===== src/rtl/core/tcp_passive_seq_tracker_unit_macros.svh =====
`ifndef TCP_PASSIVE_SEQ_TRACKER_UNIT_MACROS_SVH
`define TCP_PASSIVE_SEQ_TRACKER_UNIT_MACROS_SVH

// Same-cycle implication, checked on clk, disabled while in reset
`define TPST_ASSERT_NOW(label, ante, cons, msg) \
    label: assert property (@(posedge clk) disable iff (!rst_n) (ante) |-> (cons)) \
        else $error(msg);

// Next-cycle implication, checked on clk, disabled while in reset
`define TPST_ASSERT_NEXT(label, ante, cons, msg) \
    label: assert property (@(posedge clk) disable iff (!rst_n) (ante) |=> (cons)) \
        else $error(msg);

`endif


===== src/rtl/core/tpst_pkg.sv =====
`timescale 1ns / 1ps
`default_nettype none

package tpst_pkg;

    localparam int unsigned SEQ_W = 32;
    localparam int unsigned LEN_W = 16;
    localparam int unsigned SPAN_W = LEN_W + 1;

    typedef enum logic [1:0] {
        OP_OPEN    = 2'd0,
        OP_HS_ACK  = 2'd1,
        OP_SEGMENT = 2'd2,
        OP_UNUSED  = 2'd3
    } op_t;

    typedef enum logic [1:0] {
        PHASE_IDLE        = 2'd0,
        PHASE_SYN_RCVD    = 2'd1,
        PHASE_ESTABLISHED = 2'd2,
        PHASE_CLOSE_WAIT  = 2'd3
    } phase_t;

    typedef struct packed {
        op_t                op;
        logic [SEQ_W-1:0]   seg_seq;
        logic [SEQ_W-1:0]   seg_ack;
        logic               flag_syn;
        logic               flag_ack;
        logic               flag_fin;
        logic [LEN_W-1:0]   payload_len;
        logic [SEQ_W-1:0]   initial_seq;
    } hdr_t;

    typedef struct packed {
        phase_t             phase;
        logic [SEQ_W-1:0]   local_next;
        logic [SEQ_W-1:0]   remote_next;
    } conn_t;

    typedef struct packed {
        logic               accepted;
        logic [SEQ_W-1:0]   expected_ack;
        phase_t             conn_state;
        logic [SEQ_W-1:0]   local_next;
        logic [SEQ_W-1:0]   remote_next;
    } result_t;

endpackage

`default_nettype wire


===== src/rtl/core/tpst_if.sv =====
`timescale 1ns / 1ps
`default_nettype none

interface tpst_hdr_if;
    logic                       valid;
    logic                       ready;
    logic [1:0]                 op;
    logic [tpst_pkg::SEQ_W-1:0] seg_seq;
    logic [tpst_pkg::SEQ_W-1:0] seg_ack;
    logic                       flag_syn;
    logic                       flag_ack;
    logic                       flag_fin;
    logic [tpst_pkg::LEN_W-1:0] payload_len;
    logic [tpst_pkg::SEQ_W-1:0] initial_seq;

    modport source (
        output valid, op, seg_seq, seg_ack, flag_syn, flag_ack, flag_fin,
               payload_len, initial_seq,
        input  ready
    );
    modport sink (
        input  valid, op, seg_seq, seg_ack, flag_syn, flag_ack, flag_fin,
               payload_len, initial_seq,
        output ready
    );
endinterface

interface tpst_result_if;
    logic                       valid;
    logic                       ready;
    logic                       accepted;
    logic [tpst_pkg::SEQ_W-1:0] expected_ack;
    logic [1:0]                 conn_state;
    logic [tpst_pkg::SEQ_W-1:0] local_next;
    logic [tpst_pkg::SEQ_W-1:0] remote_next;

    modport source (
        output valid, accepted, expected_ack, conn_state, local_next, remote_next,
        input  ready
    );
    modport sink (
        input  valid, accepted, expected_ack, conn_state, local_next, remote_next,
        output ready
    );
endinterface

`default_nettype wire


===== src/rtl/core/tpst_update.sv =====
`timescale 1ns / 1ps
`default_nettype none

module tpst_update (
    input  var tpst_pkg::hdr_t    hdr,
    input  var tpst_pkg::conn_t   conn,
    output tpst_pkg::conn_t       conn_next,
    output tpst_pkg::result_t     res
);

    logic [tpst_pkg::SPAN_W-1:0] span;
    logic                        seq_match;
    logic [tpst_pkg::SEQ_W-1:0]  remote_adv;
    logic                        hs_ok;

    assign span = {1'b0, hdr.payload_len}
                + {{(tpst_pkg::SPAN_W-1){1'b0}}, hdr.flag_syn}
                + {{(tpst_pkg::SPAN_W-1){1'b0}}, hdr.flag_fin};
    assign seq_match  = (hdr.seg_seq == conn.remote_next);
    assign remote_adv = conn.remote_next
                      + {{(tpst_pkg::SEQ_W-tpst_pkg::SPAN_W){1'b0}}, span};
    assign hs_ok = (conn.phase == tpst_pkg::PHASE_SYN_RCVD) && hdr.flag_ack
                && (hdr.seg_ack == conn.local_next);

    // next connection state
    always_comb
    begin
        conn_next = conn;
        unique case (hdr.op)
            tpst_pkg::OP_OPEN:
            begin
                conn_next.phase       = tpst_pkg::PHASE_SYN_RCVD;
                conn_next.local_next  = hdr.initial_seq + 32'd1;
                conn_next.remote_next = hdr.seg_seq + 32'd1;
            end
            tpst_pkg::OP_HS_ACK:
            begin
                if (hs_ok)
                begin
                    conn_next.phase = tpst_pkg::PHASE_ESTABLISHED;
                end
            end
            tpst_pkg::OP_SEGMENT:
            begin
                if (seq_match)
                begin
                    conn_next.remote_next = remote_adv;
                    if (hdr.flag_fin)
                    begin
                        conn_next.phase = tpst_pkg::PHASE_CLOSE_WAIT;
                    end
                end
            end
            default:
            begin
                conn_next = conn;
            end
        endcase
    end

    // result fields
    always_comb
    begin
        res.expected_ack = seq_match ? remote_adv : conn.remote_next;
        res.conn_state   = conn_next.phase;
        res.local_next   = conn_next.local_next;
        res.remote_next  = conn_next.remote_next;
        unique case (hdr.op)
            tpst_pkg::OP_OPEN:    res.accepted = 1'b1;
            tpst_pkg::OP_HS_ACK:  res.accepted = hs_ok;
            tpst_pkg::OP_SEGMENT: res.accepted = seq_match;
            default:              res.accepted = 1'b0;
        endcase
    end

endmodule

`default_nettype wire


===== src/rtl/core/tcp_passive_seq_tracker_unit.sv =====
// Sequence tracker for one passively opened TCP connection.
// hdr carries parsed segment headers (op, sequence, ack, flags, payload
// length, local initial sequence); result returns one item per header:
// accepted flag, ack to send, connection phase and both next-sequence values.
// Both channels move an item on a clock edge where valid and ready are high.
// A taken header is held in the input register, then in the result register.
// Throughput: one header per cycle unless result stalls; the update is a
// 32-bit compare and add between the input register and the result
// register, with the connection state updated as the item moves into the
// result register.
// When result is stalled, the result register holds its item and the input
// register holds one more; hdr.ready drops only when both are full.
// Reset (rst_n low, asynchronous) empties both registers and returns the
// connection to idle with both sequence values zero.
`timescale 1ns / 1ps
`default_nettype none

`include "tcp_passive_seq_tracker_unit_macros.svh"

module tcp_passive_seq_tracker_unit (
    input  wire             clk,
    input  wire             rst_n,
    tpst_hdr_if.sink        hdr,
    tpst_result_if.source   result
);

    logic                s1_valid_reg;
    tpst_pkg::hdr_t      s1_hdr_reg;
    logic                out_valid_reg;
    tpst_pkg::result_t   out_res_reg;
    tpst_pkg::conn_t     conn_reg;

    tpst_pkg::hdr_t      hdr_in;
    tpst_pkg::conn_t     conn_next;
    tpst_pkg::result_t   res_next;
    logic                s1_adv;
    logic                in_take;

    assign hdr_in = '{
        op:          tpst_pkg::op_t'(hdr.op),
        seg_seq:     hdr.seg_seq,
        seg_ack:     hdr.seg_ack,
        flag_syn:    hdr.flag_syn,
        flag_ack:    hdr.flag_ack,
        flag_fin:    hdr.flag_fin,
        payload_len: hdr.payload_len,
        initial_seq: hdr.initial_seq
    };

    assign s1_adv    = s1_valid_reg && (!out_valid_reg || result.ready);
    assign hdr.ready = !s1_valid_reg || s1_adv;
    assign in_take   = hdr.valid && hdr.ready;

    tpst_update u_update (
        .hdr       (s1_hdr_reg),
        .conn      (conn_reg),
        .conn_next (conn_next),
        .res       (res_next)
    );

    always_ff @(posedge clk or negedge rst_n)
    begin
        if (!rst_n)
        begin
            s1_valid_reg  <= 1'b0;
            out_valid_reg <= 1'b0;
            conn_reg      <= '{phase: tpst_pkg::PHASE_IDLE,
                               local_next: '0, remote_next: '0};
        end
        else
        begin
            if (hdr.ready)
            begin
                s1_valid_reg <= hdr.valid;
            end
            if (s1_adv)
            begin
                out_valid_reg <= 1'b1;
                conn_reg      <= conn_next;
            end
            else if (result.ready)
            begin
                out_valid_reg <= 1'b0;
            end
        end
    end

    always_ff @(posedge clk)
    begin
        if (in_take)
        begin
            s1_hdr_reg <= hdr_in;
        end
        if (s1_adv)
        begin
            out_res_reg <= res_next;
        end
    end

    assign result.valid        = out_valid_reg;
    assign result.accepted     = out_res_reg.accepted;
    assign result.expected_ack = out_res_reg.expected_ack;
    assign result.conn_state   = out_res_reg.conn_state;
    assign result.local_next   = out_res_reg.local_next;
    assign result.remote_next  = out_res_reg.remote_next;

    `TPST_ASSERT_NEXT(a_adv_fills_out, s1_adv, out_valid_reg, "result register not loaded")
    `TPST_ASSERT_NEXT(a_open_syn_rcvd, s1_adv && (s1_hdr_reg.op == tpst_pkg::OP_OPEN), conn_reg.phase == tpst_pkg::PHASE_SYN_RCVD, "open did not enter syn-received")
    `TPST_ASSERT_NEXT(a_conn_hold, !s1_adv, $stable(conn_reg), "connection state moved without an item")
    `TPST_ASSERT_NOW(a_out_matches_conn, out_valid_reg && $past(s1_adv), (out_res_reg.local_next == conn_reg.local_next) && (out_res_reg.remote_next == conn_reg.remote_next) && (out_res_reg.conn_state == conn_reg.phase), "result disagrees with connection state")

endmodule

`default_nettype wire


===== src/flat_wrapper.sv =====
// flat-port wrapper written by rule: the top's interface ports become plain ports
module tcp_passive_seq_tracker_unit_flat 
  (clk, rst_n, hdr_valid, hdr_op, hdr_seg_seq, hdr_seg_ack, hdr_flag_syn, hdr_flag_ack, hdr_flag_fin, hdr_payload_len, hdr_initial_seq, hdr_ready, result_valid, result_accepted, result_expected_ack, result_conn_state, result_local_next, result_remote_next, result_ready);
  tpst_hdr_if hdr_i ();
  tpst_result_if result_i ();
  input  wire clk;
  input  wire rst_n;
  input wire logic [$bits(hdr_i.valid)-1:0] hdr_valid;
  input wire logic [$bits(hdr_i.op)-1:0] hdr_op;
  input wire logic [$bits(hdr_i.seg_seq)-1:0] hdr_seg_seq;
  input wire logic [$bits(hdr_i.seg_ack)-1:0] hdr_seg_ack;
  input wire logic [$bits(hdr_i.flag_syn)-1:0] hdr_flag_syn;
  input wire logic [$bits(hdr_i.flag_ack)-1:0] hdr_flag_ack;
  input wire logic [$bits(hdr_i.flag_fin)-1:0] hdr_flag_fin;
  input wire logic [$bits(hdr_i.payload_len)-1:0] hdr_payload_len;
  input wire logic [$bits(hdr_i.initial_seq)-1:0] hdr_initial_seq;
  output wire logic [$bits(hdr_i.ready)-1:0] hdr_ready;
  output wire logic [$bits(result_i.valid)-1:0] result_valid;
  output wire logic [$bits(result_i.accepted)-1:0] result_accepted;
  output wire logic [$bits(result_i.expected_ack)-1:0] result_expected_ack;
  output wire logic [$bits(result_i.conn_state)-1:0] result_conn_state;
  output wire logic [$bits(result_i.local_next)-1:0] result_local_next;
  output wire logic [$bits(result_i.remote_next)-1:0] result_remote_next;
  input wire logic [$bits(result_i.ready)-1:0] result_ready;
  assign hdr_i.valid = hdr_valid;
  assign hdr_i.op = hdr_op;
  assign hdr_i.seg_seq = hdr_seg_seq;
  assign hdr_i.seg_ack = hdr_seg_ack;
  assign hdr_i.flag_syn = hdr_flag_syn;
  assign hdr_i.flag_ack = hdr_flag_ack;
  assign hdr_i.flag_fin = hdr_flag_fin;
  assign hdr_i.payload_len = hdr_payload_len;
  assign hdr_i.initial_seq = hdr_initial_seq;
  assign hdr_ready = hdr_i.ready;
  assign result_valid = result_i.valid;
  assign result_accepted = result_i.accepted;
  assign result_expected_ack = result_i.expected_ack;
  assign result_conn_state = result_i.conn_state;
  assign result_local_next = result_i.local_next;
  assign result_remote_next = result_i.remote_next;
  assign result_i.ready = result_ready;
  tcp_passive_seq_tracker_unit u_core (.clk(clk), .rst_n(rst_n), .hdr(hdr_i), .result(result_i));
endmodule

===== config.mk =====
export PLATFORM = sky130hd
export DESIGN_NAME = tcp_passive_seq_tracker_unit_flat
export DESIGN_NICKNAME = d
export VERILOG_FILES = /design/src/rtl/core/tpst_pkg.sv /design/src/rtl/core/tpst_if.sv /design/src/rtl/core/tpst_update.sv /design/src/rtl/core/tcp_passive_seq_tracker_unit.sv /design/src/flat_wrapper.sv
export VERILOG_INCLUDE_DIRS = /design/src /design/src/rtl/core
export SDC_FILE = /design/constraint.sdc
export NUM_CORES = 1
export LEC_CHECK = 0
export ABC_CLOCK_PERIOD_IN_PS = 3600
export BUFFER_PORTS_ARGS = -buffer_cell sky130_fd_sc_hd__buf_2
export CORE_AREA = 3 3 169 171
export CTS_BUF_LIST = sky130_fd_sc_hd__clkbuf_2
export DETAILED_ROUTE_END_ITERATION = 6
export DIE_AREA = 0 0 172 174
export PLACE_DENSITY = 0.77
export SLEW_MARGIN = 15
export SYNTH_ARGS = -nofsm -noshare
export SYNTH_HDL_FRONTEND = slang
export SYNTH_HIERARCHICAL = 1
export SYNTH_SLANG_ARGS = --single-unit

===== constraint.sdc =====
create_clock -name clk -period 3.6 [get_ports clk]
set_clock_uncertainty 0.1 [all_clocks]
set_input_delay 0.54 -clock clk [delete_from_list [all_inputs] [get_ports clk]]
set_output_delay 0.54 -clock clk [all_outputs]
set_load 0.02 [all_outputs]

==> results.ini <==
[status]
status=completed

[power_and_ir_drop]
ir_drop_mv=0.323
powerDensity_nw_per_um2=643
total_power_mw=11.3
leakage_nw=7.27

[synth]
synthMuxAreaShare=0.0707
ys_seq_area_frac=0.571
synth_top_family_by_area=simple AND/OR/NAND/NOR gates
synth.distinct_cells=74
async_flop_share=0.239
synth_fa_ha_area_frac=0.0324
synth_compound_area_frac=0.0755
ys.flop_type=edfxtp_1
synth_edf_count=216
syn-num-nets=1280
netlist_instances=1123
synth_top_area_cell=edfxtp_1
synth_top_area_share=0.452
ys_ff_latch=284
synth_xor_xnor_area_share=0.0920
yosysWarnings=6
netlist_area_um2=14300
yosys.area_share.simple=0.0994
synth_area_leaders=edfxtp_1 45%, dfrtp_1 12%, xnor2_1 4.6%
syn_area_per_cell_um2=12.8

[drt]
vias=10609
wl_per_cell_um=20.7
drtIter0Drc=803
detail-route-antenna-nets=0
first_pass_iters=5
drt-total-wl_mm=39.0
vias_per_cell=5.64
drc=0

[critical_path]
worstPathCellList=fa_1, ha_2, fa_2, a211oi_4, nor2_2, o31ai_2, nand2_2, a311oi_2, xnor2_2, o211a_1, mux2_2
slowest_stage=fa_1
critical-path-max-stage-delay_ns=0.49
end_kind=flop
start_kind=flop
crit_type=reg2reg
crit_path_max_fanout=3
crit_arrival_ns=4.21
worstPathRequired_ns=4.25

[placement]
pre_cts_slack_ns=-0.171
place_hpwl_mm=24.6
portBuffers=221
dp_cells=1622
gp_congestion=0.904

[sta]
fin_crit_sh=0.990
min_period_ns=3.56
timing_hold_violations_final=0
finalMaxSlewViolations=0
tightest_slew_ns=1.03
setup_viol=0
holdWs_ns=0.229
rsz0062_at_grt=true
fin_ws_ns=0.0362
slew_headroom=0.313
max_freq_mhz=281
setup-tns-final_ns=0

[clock_network]
cts_tree=done
clockBufferDepth=3
cts_sinks=284
htree_levels=3
clkLatencyLatePin_ns=0.91
cts_buffers=72
path_clk_slew_ns=0.12
root_buffer=clkbuf_2

[die]
die_w_um=172
initial_core_util=0.531
pin_count=222
die_h_um=174
die_area_um2=29900
rows=60
core-area_um2=27000

[grt]
grt_max_degree=69
grt-ovfl-total=0
grt_pass1_vias=10915
grt_util_all_layers=0.254
antenna_found_initial=1
grt_pass1_wl_mm=59.3

[flow_run]
drv_cap=0

[finish]
nNetsFinal=1639
drive_gt1_frac=0.336
largest_register_ffs=117
stdcell_count=1882
area_delta_synth_final_pct=22.6

[hold_path]
hp-class=in2reg

-- cell usage in the layout (no fill, tap or decap), types with 10 or more instances in the layout --
master         count
clkinv_1          12
nand3_1           34
xor2_1            72
nand2_1           96
nand4_1           21
clkbuf_2         110
nor3_1            10
and3_1            15
buf_4             51
a21oi_1           31
and4_1            10
edfxtp_1         216
buf_2            220
o21ai_0           43
dlygate4sd3_1    121
o22ai_1           11
mux2_4            30
inv_1             21
dfrtp_1           68
nor2_1            43
nor4_1            11
mux2_2            46
xnor2_1           74
ha_1              33
-- Yosys cell counts, types with 6 or more instances --
master	n
a21o_1	9
a21oi_1	31
a221oi_1	6
a311oi_1	6
and3_1	15
and4_1	10
buf_2	8
buf_4	68
buf_6	10
clkbuf_1	21
dfrtp_1	68
edfxtp_1	216
ha_1	34
inv_1	22
mux2_2	47
mux2_4	29
nand2_1	98
nand3_1	35
nand4_1	21
nor2_1	45
nor3_1	11
nor4_1	12
o211ai_1	7
o21ai_0	43
o22ai_1	11
xnor2_1	75
xor2_1	72
-- report_power, final --
| part | leakage, nW | total, mW | switching, mW | internal (mW) |
|---|---|---|---|---|
| Combinational | 3.86 | 4.04 | 2.17 | 1.87 |
| Sequential | 2.89 | 4.95 | 0.617 | 4.33 |
| Clock | 0.515 | 2.32 | 1.41 | 0.903 |
-- area by class of cell --
type	count	area, um2
fill	1968	9450
inverter	22	85.1
timing repair buffer	395	2750
antenna	1	2.50
clock inverter	22	143
tap	341	427
multi-input combinational	707	5440
sequential	284	8190
clock buffer	110	551
-- final timing paths --
path,start,end,slack (ns),depth (start not counted)
hold reg to reg,u_core/conn_reg[65],u_core/conn_reg[65],0.44,1
setup reg to reg,u_core/conn_reg[0],u_core/conn_reg[16],0.04,11
max in group asynchronous,rst_n,u_core/conn_reg[61],2.40,2
hold / removal,hdr_seg_ack[22],u_core/s1_hdr_reg[73],0.23,2
setup / recovery,u_core/conn_reg[0],u_core/conn_reg[16],0.04,11
min in group asynchronous,rst_n,u_core/conn_reg[55],0.27,2
-- per-stage QoR --
step | instance area (um2) | util
2_1_floorplan | 14300 | -
3_3_place_gp | 15500 | 0.574
3_5_place_dp | 15500 | 0.574
4_1_cts | 17400 | 0.645
5_1_grt | 17600 | 0.651
6_report | 17600 | 0.651
-- per-layer routing --
layer | up-vias | GRT usage | routed length [um]
met1 | 5109 | 0.320 | 15000
li1 | 4834 | - | -
met2 | 573 | 0.425 | 19400
met5 | - | 0 | 0
met3 | 93 | 0.0614 | 3300
met4 | 0 | 0.0965 | 1340
-- repair_timing --
| action | in CTS | in global routing |
|---|---|---|
| pin swaps | 0 | 11 |
| endpoints found under the setup margin | 8 | 21 |
| gates resized for setup | 6 | 19 |
| gates cloned | 0 | 0 |
| hold endpoints to repair | 187 | 0 |
| hold buffers | 121 | 0 |
| buffers inserted | 0 | 7 |
-- critical path: cells and delay by family, from the launching register on --
kind,cells,cell delay [ns]
flip-flops,1,0.41
multiplexers,1,0.25
XOR/XNOR,1,0.11
AO/OA/AOI/OAI,4,1.23
AND/OR/NAND/NOR,2,0.25
adder cells (fa/ha/maj),3,1.13
-- cell families after synthesis --
kind of cell | after synthesis
buffers and inverters | 132
AND/OR/NAND/NOR | 279
XOR/XNOR | 149
flip-flops | 284
multiplexers | 81
AO/OA/AOI/OAI | 162
adder cells (fa/ha/maj) | 36
Power figures use the tool's default switching activity.
